### src/rvie_pkg.sv
// ----------------------------------------------------------------------------
// rvie_pkg
// Shared types and constants of the register VM integer execute unit.
// ----------------------------------------------------------------------------
package rvie_pkg;

  localparam int FULL_W = 64;
  localparam int PTR_W  = 32;
  localparam int IDX_W  = 16;
  localparam int OP_W   = 5;

  typedef enum logic [OP_W-1:0] {
    OP_NOP   = 5'd0,
    OP_ADD   = 5'd1,
    OP_SUB   = 5'd2,
    OP_MUL   = 5'd3,
    OP_DIV   = 5'd4,
    OP_MOD   = 5'd5,
    OP_EQ    = 5'd6,
    OP_GT    = 5'd7,
    OP_LT    = 5'd8,
    OP_NE    = 5'd9,
    OP_GE    = 5'd10,
    OP_LE    = 5'd11,
    OP_AND   = 5'd12,
    OP_OR    = 5'd13,
    OP_XOR   = 5'd14,
    OP_NOT   = 5'd15,
    OP_NEG   = 5'd16,
    OP_LSH   = 5'd17,
    OP_RSH   = 5'd18,
    OP_LDI   = 5'd19,
    OP_COPY  = 5'd20,
    OP_ARGC  = 5'd21,
    OP_JMP   = 5'd22,
    OP_JCOND = 5'd23,
    OP_HOST  = 5'd24,
    OP_RET   = 5'd25
  } op_t;

  localparam logic [1:0] ERR_NONE     = 2'd0;
  localparam logic [1:0] ERR_ZERO_DIV = 2'd1;
  localparam logic [1:0] ERR_INDEX    = 2'd2;

  localparam logic CFG_ARGC  = 1'b0;
  localparam logic CFG_START = 1'b1;

  typedef enum logic [1:0] {
    RD_DEST,
    RD_LEFT,
    RD_RIGHT
  } rd_sel_t;

  typedef struct packed {
    logic    clr_we;
    logic    load;
    rd_sel_t rd_sel;
    logic    cap_d;
    logic    cap_a;
    logic    cap_b;
    logic    start;
    logic    commit;
  } cmd_t;

  typedef struct packed {
    logic clr_last;
    logic need_unit;
    logic unit_busy;
  } sts_t;

endpackage

### src/rvie_ctrl.sv
// ----------------------------------------------------------------------------
// rvie_ctrl
// Sequencer: clearing pass, operand reads, unit wait and result handoff.
// ----------------------------------------------------------------------------
module rvie_ctrl (
  input  logic          clk,
  input  logic          rst_n,
  input  logic          in_tvalid,
  output logic          in_tready,
  output logic          out_tvalid,
  input  logic          out_tready,
  output rvie_pkg::cmd_t cmd,
  input  rvie_pkg::sts_t sts
);

  typedef enum logic [3:0] {
    S_CLEAR,
    S_IDLE,
    S_RDD,
    S_RDL,
    S_RDR,
    S_LATB,
    S_START,
    S_UNIT,
    S_DONE
  } state_t;

  state_t state_r;
  state_t state_nxt;
  logic   out_valid_r;
  logic   out_free;

  assign out_free   = !out_valid_r || out_tready;
  assign in_tready  = (state_r == S_IDLE);
  assign out_tvalid = out_valid_r;

  always_comb begin
    state_nxt  = state_r;
    cmd        = '0;
    cmd.rd_sel = rvie_pkg::RD_DEST;
    unique case (state_r)
      S_CLEAR: begin
        cmd.clr_we = 1'b1;
        if (sts.clr_last) begin
          state_nxt = S_IDLE;
        end
      end
      S_IDLE: begin
        if (in_tvalid) begin
          cmd.load  = 1'b1;
          state_nxt = S_RDD;
        end
      end
      S_RDD: begin
        cmd.rd_sel = rvie_pkg::RD_DEST;
        state_nxt  = S_RDL;
      end
      S_RDL: begin
        cmd.rd_sel = rvie_pkg::RD_LEFT;
        cmd.cap_d  = 1'b1;
        state_nxt  = S_RDR;
      end
      S_RDR: begin
        cmd.rd_sel = rvie_pkg::RD_RIGHT;
        cmd.cap_a  = 1'b1;
        state_nxt  = S_LATB;
      end
      S_LATB: begin
        cmd.cap_b = 1'b1;
        state_nxt = S_START;
      end
      S_START: begin
        cmd.start = sts.need_unit;
        state_nxt = sts.need_unit ? S_UNIT : S_DONE;
      end
      S_UNIT: begin
        if (!sts.unit_busy) begin
          state_nxt = S_DONE;
        end
      end
      S_DONE: begin
        if (out_free) begin
          cmd.commit = 1'b1;
          state_nxt  = S_IDLE;
        end
      end
      default: state_nxt = S_IDLE;
    endcase
  end

  always_ff @(posedge clk) begin
    if (!rst_n) begin
      state_r     <= S_CLEAR;
      out_valid_r <= 1'b0;
    end else begin
      state_r <= state_nxt;
      if (cmd.commit) begin
        out_valid_r <= 1'b1;
      end else if (out_tready) begin
        out_valid_r <= 1'b0;
      end
    end
  end

endmodule

### config.mk
export PLATFORM = sky130hd
export DESIGN_NAME = rvie_ctrl
export DESIGN_NICKNAME = d
export VERILOG_FILES = /design/src/rvie_pkg.sv /design/src/rvie_ctrl.sv
export SDC_FILE = /design/constraint.sdc
export NUM_CORES = 1
export LEC_CHECK = 0
export ABC_AREA = 1
export BUFFER_PORTS_ARGS = -buffer_cell sky130_fd_sc_hd__buf_2
export CAP_MARGIN = 20
export CORE_AREA = 2 2 39 41
export DETAILED_ROUTE_END_ITERATION = 6
export DIE_AREA = 0 0 41 43
export SLEW_MARGIN = 0
export SYNTH_ARGS = -nofsm -noshare
export SYNTH_HDL_FRONTEND = slang
export SYNTH_SLANG_ARGS = --single-unit
### constraint.sdc
create_clock -name clk -period 1.3 [get_ports clk]
set_input_delay 0.195 -clock clk [delete_from_list [all_inputs] [get_ports clk]]
set_output_delay 0.195 -clock clk [all_outputs]
set_load 0.05 [all_outputs]
==> results of run 1 <==
## report_power, final
part	internal (uW)	total, uW	switching (uW)
sequential	168	188	20.2
clock	116	173	57.5
combinational	136	345	209
total	419	706	286
## state kept, by name, summed over array words and instances (netlist names)
signal      flops
state_r         4
out_tvalid      1
## worst paths after layout
kind                              endpoint  cells after the start       start  slack, ns
worst max-delay path                cmd[0]                      4  state_r[1]      -0.10
worst min-delay path            state_r[2]                      3       rst_n       0.18
worst max register to register  state_r[3]                      7  state_r[2]       0.14
worst min register to register  state_r[3]                      4  out_tvalid       0.63
## Yosys cell counts
cell        n  area, sq um
buf_4       1         7.51
inv_1      11         41.3
inv_2       3         11.3
nor2_1     10         37.5
nand4_1     1         6.26
a21oi_1     3         15.0
nor3_1      1         5.00
nand3_1     5         25.0
nand3_2     2         20.0
nor2_2      4         25.0
o2111ai_1   1         8.76
nor4_2      1         12.5
dfxtp_1     5          100
nand3b_1    1         7.51
nand2_1     9         33.8
clkinv_1    1         3.75
a211oi_1    1         7.51
## worst min-delay path: stages
cell and delay (ns):
buf_2 0.09, nand2_1 0.05, inv_1 0.04
## repair_timing
item,4_1_cts,5_1_grt
setup buffers,4,1
cloned,0,0
endpoints found under the setup margin,10,10
pin swaps,3,2
resized for setup,26,6
## area by class of cell
type,count,area [sq um]
Clock buffer,4,26.3
Multi-Input combinational cell,39,243
Fill cell,144,697
Sequential cell,5,114
Tap cell,16,20.0
Inverter,15,57.6
Timing Repair Buffer,26,226
## cells by family after synthesis
kind of cell / after synthesis
buf+inv: 16
flops: 5
compound gates: 5
simple gates: 34
## metrics by stage
| stage | power [uW] | worst slack, ns | setup TNS, ns | utilization | std cells |
|---|---|---|---|---|---|
| 5_1_grt | 755 | -0.161 | -1.18 | 0.496 | 105 |
| 2_1_floorplan | 395 | -0.184 | -0.706 | - | 60 |
| 3_5_place_dp | 472 | 0.0421 | 0 | 0.382 | 96 |
| 6_report | 706 | -0.104 | -0.551 | 0.496 | 105 |
| 3_3_place_gp | 465 | 0.0764 | 0 | 0.382 | 96 |
| 4_1_cts | 703 | -0.104 | -0.640 | 0.476 | 104 |
## cells in the final DEF (no fill, tap or decap)
master	n
a211oi_1	1
a21oi_1	3
buf_2	7
buf_4	9
buf_6	7
buf_8	3
clkbuf_1	1
clkbuf_4	3
clkinv_2	1
dfxtp_2	2
dfxtp_4	3
inv_1	10
inv_2	4
nand2_1	8
nand2_2	1
nand3_1	5
nand3_2	2
nand3b_1	1
nand4_1	1
nor2_1	7
nor2_2	4
nor2_4	3
nor3_2	1
nor4_4	1
o2111ai_1	1
## metal layers
layer / track usage / up-vias / part of all wire
met3: 0.0366 / 2 / 0.035
met1: 0.152 / 216 / 0.40
li1: - / 245 / -
met5: 0 / - / 0
met4: 0.0800 / 0 / 0.013
met2: 0.256 / 14 / 0.55
==> results.txt, run 1 <==
WS Path Type: reg2out
Worst-margin pin slew: 0.340 ns
Max stage delay on crit path: 0.36 ns
Largest net degree at the start of global routing: 7
Max Freq: 712 MHz
Hold-fix buffers, CTS: 0
Warnings, synthesis: 0
Post-route DRC: 0
Unrepaired setup endpoints after global routing: yes
Tmin final: 1.40 ns
Net Count, Synth: 67
NumNets Final: 97
Post-synthesis compound-gate area fraction: 0.0850
Iter 0 DRT Violations: 1
Setup-failing EPs final: 8
Worst-path clk slew: 0.04 ns
Syn Std Cell Area: 368 sq um
CTS buffer count: 3
CP required: 1.11 ns
Vias in the first global route: 463
Hold Crit Class: in2reg
Mux cell area share after synthesis: 0
Crit-path cells: nor2_4, inv_2, nor4_4, buf_6
Synthesis-stage register bit count: 5
Clk_lat worst skew: 0.24 ns
Final worst slack: -0.104 ns
Largest family of logic cells by synthesized area: simple AND/OR/NAND/NOR gates
Leakage: 0.000358 uW
Number of diodes: 0
Share of layout cells above drive strength 1: 0.573
# Max-Cap Violations: 0
Final hold vios: 0
Post-layout instance area: 687 sq um
CP bufs+invs: 2
Startpoint Class: flip-flop
Gpl congestion: 0.787
Post-synthesis xor/xnor area fraction: 0
Die ar.: 1760 sq um
CTS root buf: clkbuf_4
Area after DPL: 529 sq um
GRT Util Overall: 0.149
Status: finished, violations left
Avg Inst Size Synth: 6.13 sq um
DR pass1 iterations: 2
Initial antenna violation count: 0
Post-Synthesis Cells: 60
Die span in y: 43 um
Die W: 41 um
Vias per cell: 4.54
Max Clock Skew: 0.00490 ns
Pins Over Slew Limit: 0
Synth Area in Adders: 0
Failing checks: negative setup slack
Worst rel slew slack: 0.772
Syn-to-layout area delta: 86.7%
CP max FO: 6
First-pass GRT wire length: 1770 um
Crit-path slowest cell: dfxtp_4
Num rows: 14
Post-synthesis sequential area ratio: 0.272
Final WL: 1090 um
CTS tree: built
Pwr Density: 1030 nW/um^2
Final period util: 1.08
Port buffer count: 17
Via count: 477
Routed Antenna Nets: 0
Cell family contributing the most delay on the critical path: flip-flops
Crit. End Element: output port
Max VDD drop: 0.000375 V
Core area: 1380 sq um
Initial Util: 0.266
Ports: 18
DR WL/cell: 10.4 um
Final hold slack: 0.178 ns
Unique masters post-synth: 17
Dpl hpwl: 887 um
GRT overflow: 0
Synth Area in Simple Gates: 0.469
Clk buf depth: 2
CTS sink cnt: 5
H-tree depth: 1
Critical path data arrival time: 1.21 ns
(Power assumes the default switching activity.)
==> run 2, diff against run 1 <==
Settings changed: GPL_TIMING_DRIVEN from default to 0.
==> results.txt, run 2 (synthesis gave the netlist of run 1 again) <==
Status: finished, violations left
Failing checks: negative setup slack
Number of diodes: 0
Vias in the first global route: 457
Max VDD drop: 0.000472 V
Die W: 41 um
# Max-Cap Violations: 0
Core area: 1380 sq um
CTS buffer count: 3
Final period util: 1.10
Largest register FFs: 4
Startpoint Class: flip-flop
Final hold slack: 0.183 ns
Crit. End Element: output port
Syn-to-layout area delta: 104%
Max Freq: 700 MHz
Hold-fix buffers, CTS: 0
Leakage: 0.000369 uW
CP max FO: 4
Num rows: 14
Worst-path clk slew: 0.04 ns
Area after DPL: 510 sq um
Clk buf depth: 2
Hold Crit Class: in2reg
Worst rel slew slack: 0.766
Dpl hpwl: 749 um
Largest Register: state_r
Final worst slack: -0.129 ns
DP Worst Slack: 0.00275 ns
GRT overflow: 0
Share of layout cells above drive strength 1: 0.685
Most frequent cells in the layout: buf_4 (11), inv_2 (7), nand2_1 (7), buf_2 (7), buf_6 (6)
DR WL/cell: 9.44 um
Max Clock Skew: 0.00136 ns
Final WL: 1020 um
Port buffer count: 17
Routed Antenna Nets: 0
Die ar.: 1760 sq um
Iter 0 DRT Violations: 3
Worst-margin pin slew: 0.349 ns
CP required: 1.11 ns
DR pass1 iterations: 4
Fill cell count: 137
Initial Util: 0.266
NumNets Final: 100
Overall power: 756 uW
Post-layout instance area: 752 sq um
Commonest non-fill, non-tap cell in the layout: buf_4
Initial antenna violation count: 0
Clk_lat worst skew: 0.24 ns
First-pass GRT wire length: 1700 um
Ports: 18
Final hold vios: 0
GRT Util Overall: 0.146
CTS root buf: clkbuf_4
CTS tree: built
Pins Over Slew Limit: 0
Gpl congestion: 0.764
Largest net degree at the start of global routing: 8
Setup-failing EPs final: 6
Unrepaired setup endpoints after global routing: yes
Critical path data arrival time: 1.23 ns
Tmin final: 1.43 ns
Via count: 482
CTS sink cnt: 5
Vias per cell: 4.46
Die span in y: 43 um
WS Path Type: reg2out
Pwr Density: 1010 nW/um^2
H-tree depth: 1
Post-route DRC: 0
run 2: final timing paths:
| kind | start | end | slack, ns | cells past startpoint |
|---|---|---|---|---|
| max reg2reg | state_r[0] | state_r[3] | 0.05 | 9 |
| min reg2reg | out_tvalid | out_tvalid | 0.61 | 4 |
| min | rst_n | state_r[2] | 0.18 | 3 |
| max | state_r[0] | cmd[0] | -0.13 | 4 |
run 2: cell type report:
| type | count | area, sq um | area share |
|---|---|---|---|
| multi-input combinational | 39 | 269 | 0.358 |
| timing repair buffer | 28 | 249 | 0.331 |
| sequential | 5 | 114 | 0.151 |
| inverter | 15 | 62.6 | 0.0832 |
| clock buffer | 4 | 26.3 | 0.0349 |
| tap | 16 | 20.0 | 0.0266 |
| buffer | 1 | 11.3 | 0.0150 |
run 2: critical path: stages, from the launching register on:
cell     delay, ns
dfxtp_4       0.35
nor2_4        0.13
inv_4         0.06
nor4_4        0.24
buf_6         0.20
run 2: where the power goes:
| part | internal, uW | switching [uW] |
|---|---|---|
| combinational | 168 | 222 |
| sequential | 168 | 23.6 |
| clock | 116 | 59.3 |
run 2: through the flow:
| stage | setup TNS (ns) | cells | util |
|---|---|---|---|
| floorplan | -0.706 | 60 | - |
| global placement | 0 | 93 | 0.369 |
| detailed placement | 0 | 93 | 0.369 |
| CTS | -0.394 | 105 | 0.504 |
| global route | -0.898 | 108 | 0.543 |
| finish | -0.361 | 108 | 0.543 |
run 2: metal layers:
metal	GRT usage	up-vias	routed length (um)
met5	0	-	0
met4	0.153	0	40
met3	0.0209	5	56
met2	0.216	15	533
met1	0.159	211	388
li1	-	251	-
run 2: timing repair:
| action | 4_1_cts | 5_1_grt |
|---|---|---|
| hold endpoints to repair | 0 | 0 |
| endpoints found under the setup margin | 10 | 11 |
| pin swaps | 5 | 9 |
| buffers inserted | 8 | 3 |
| gates resized for setup | 35 | 13 |
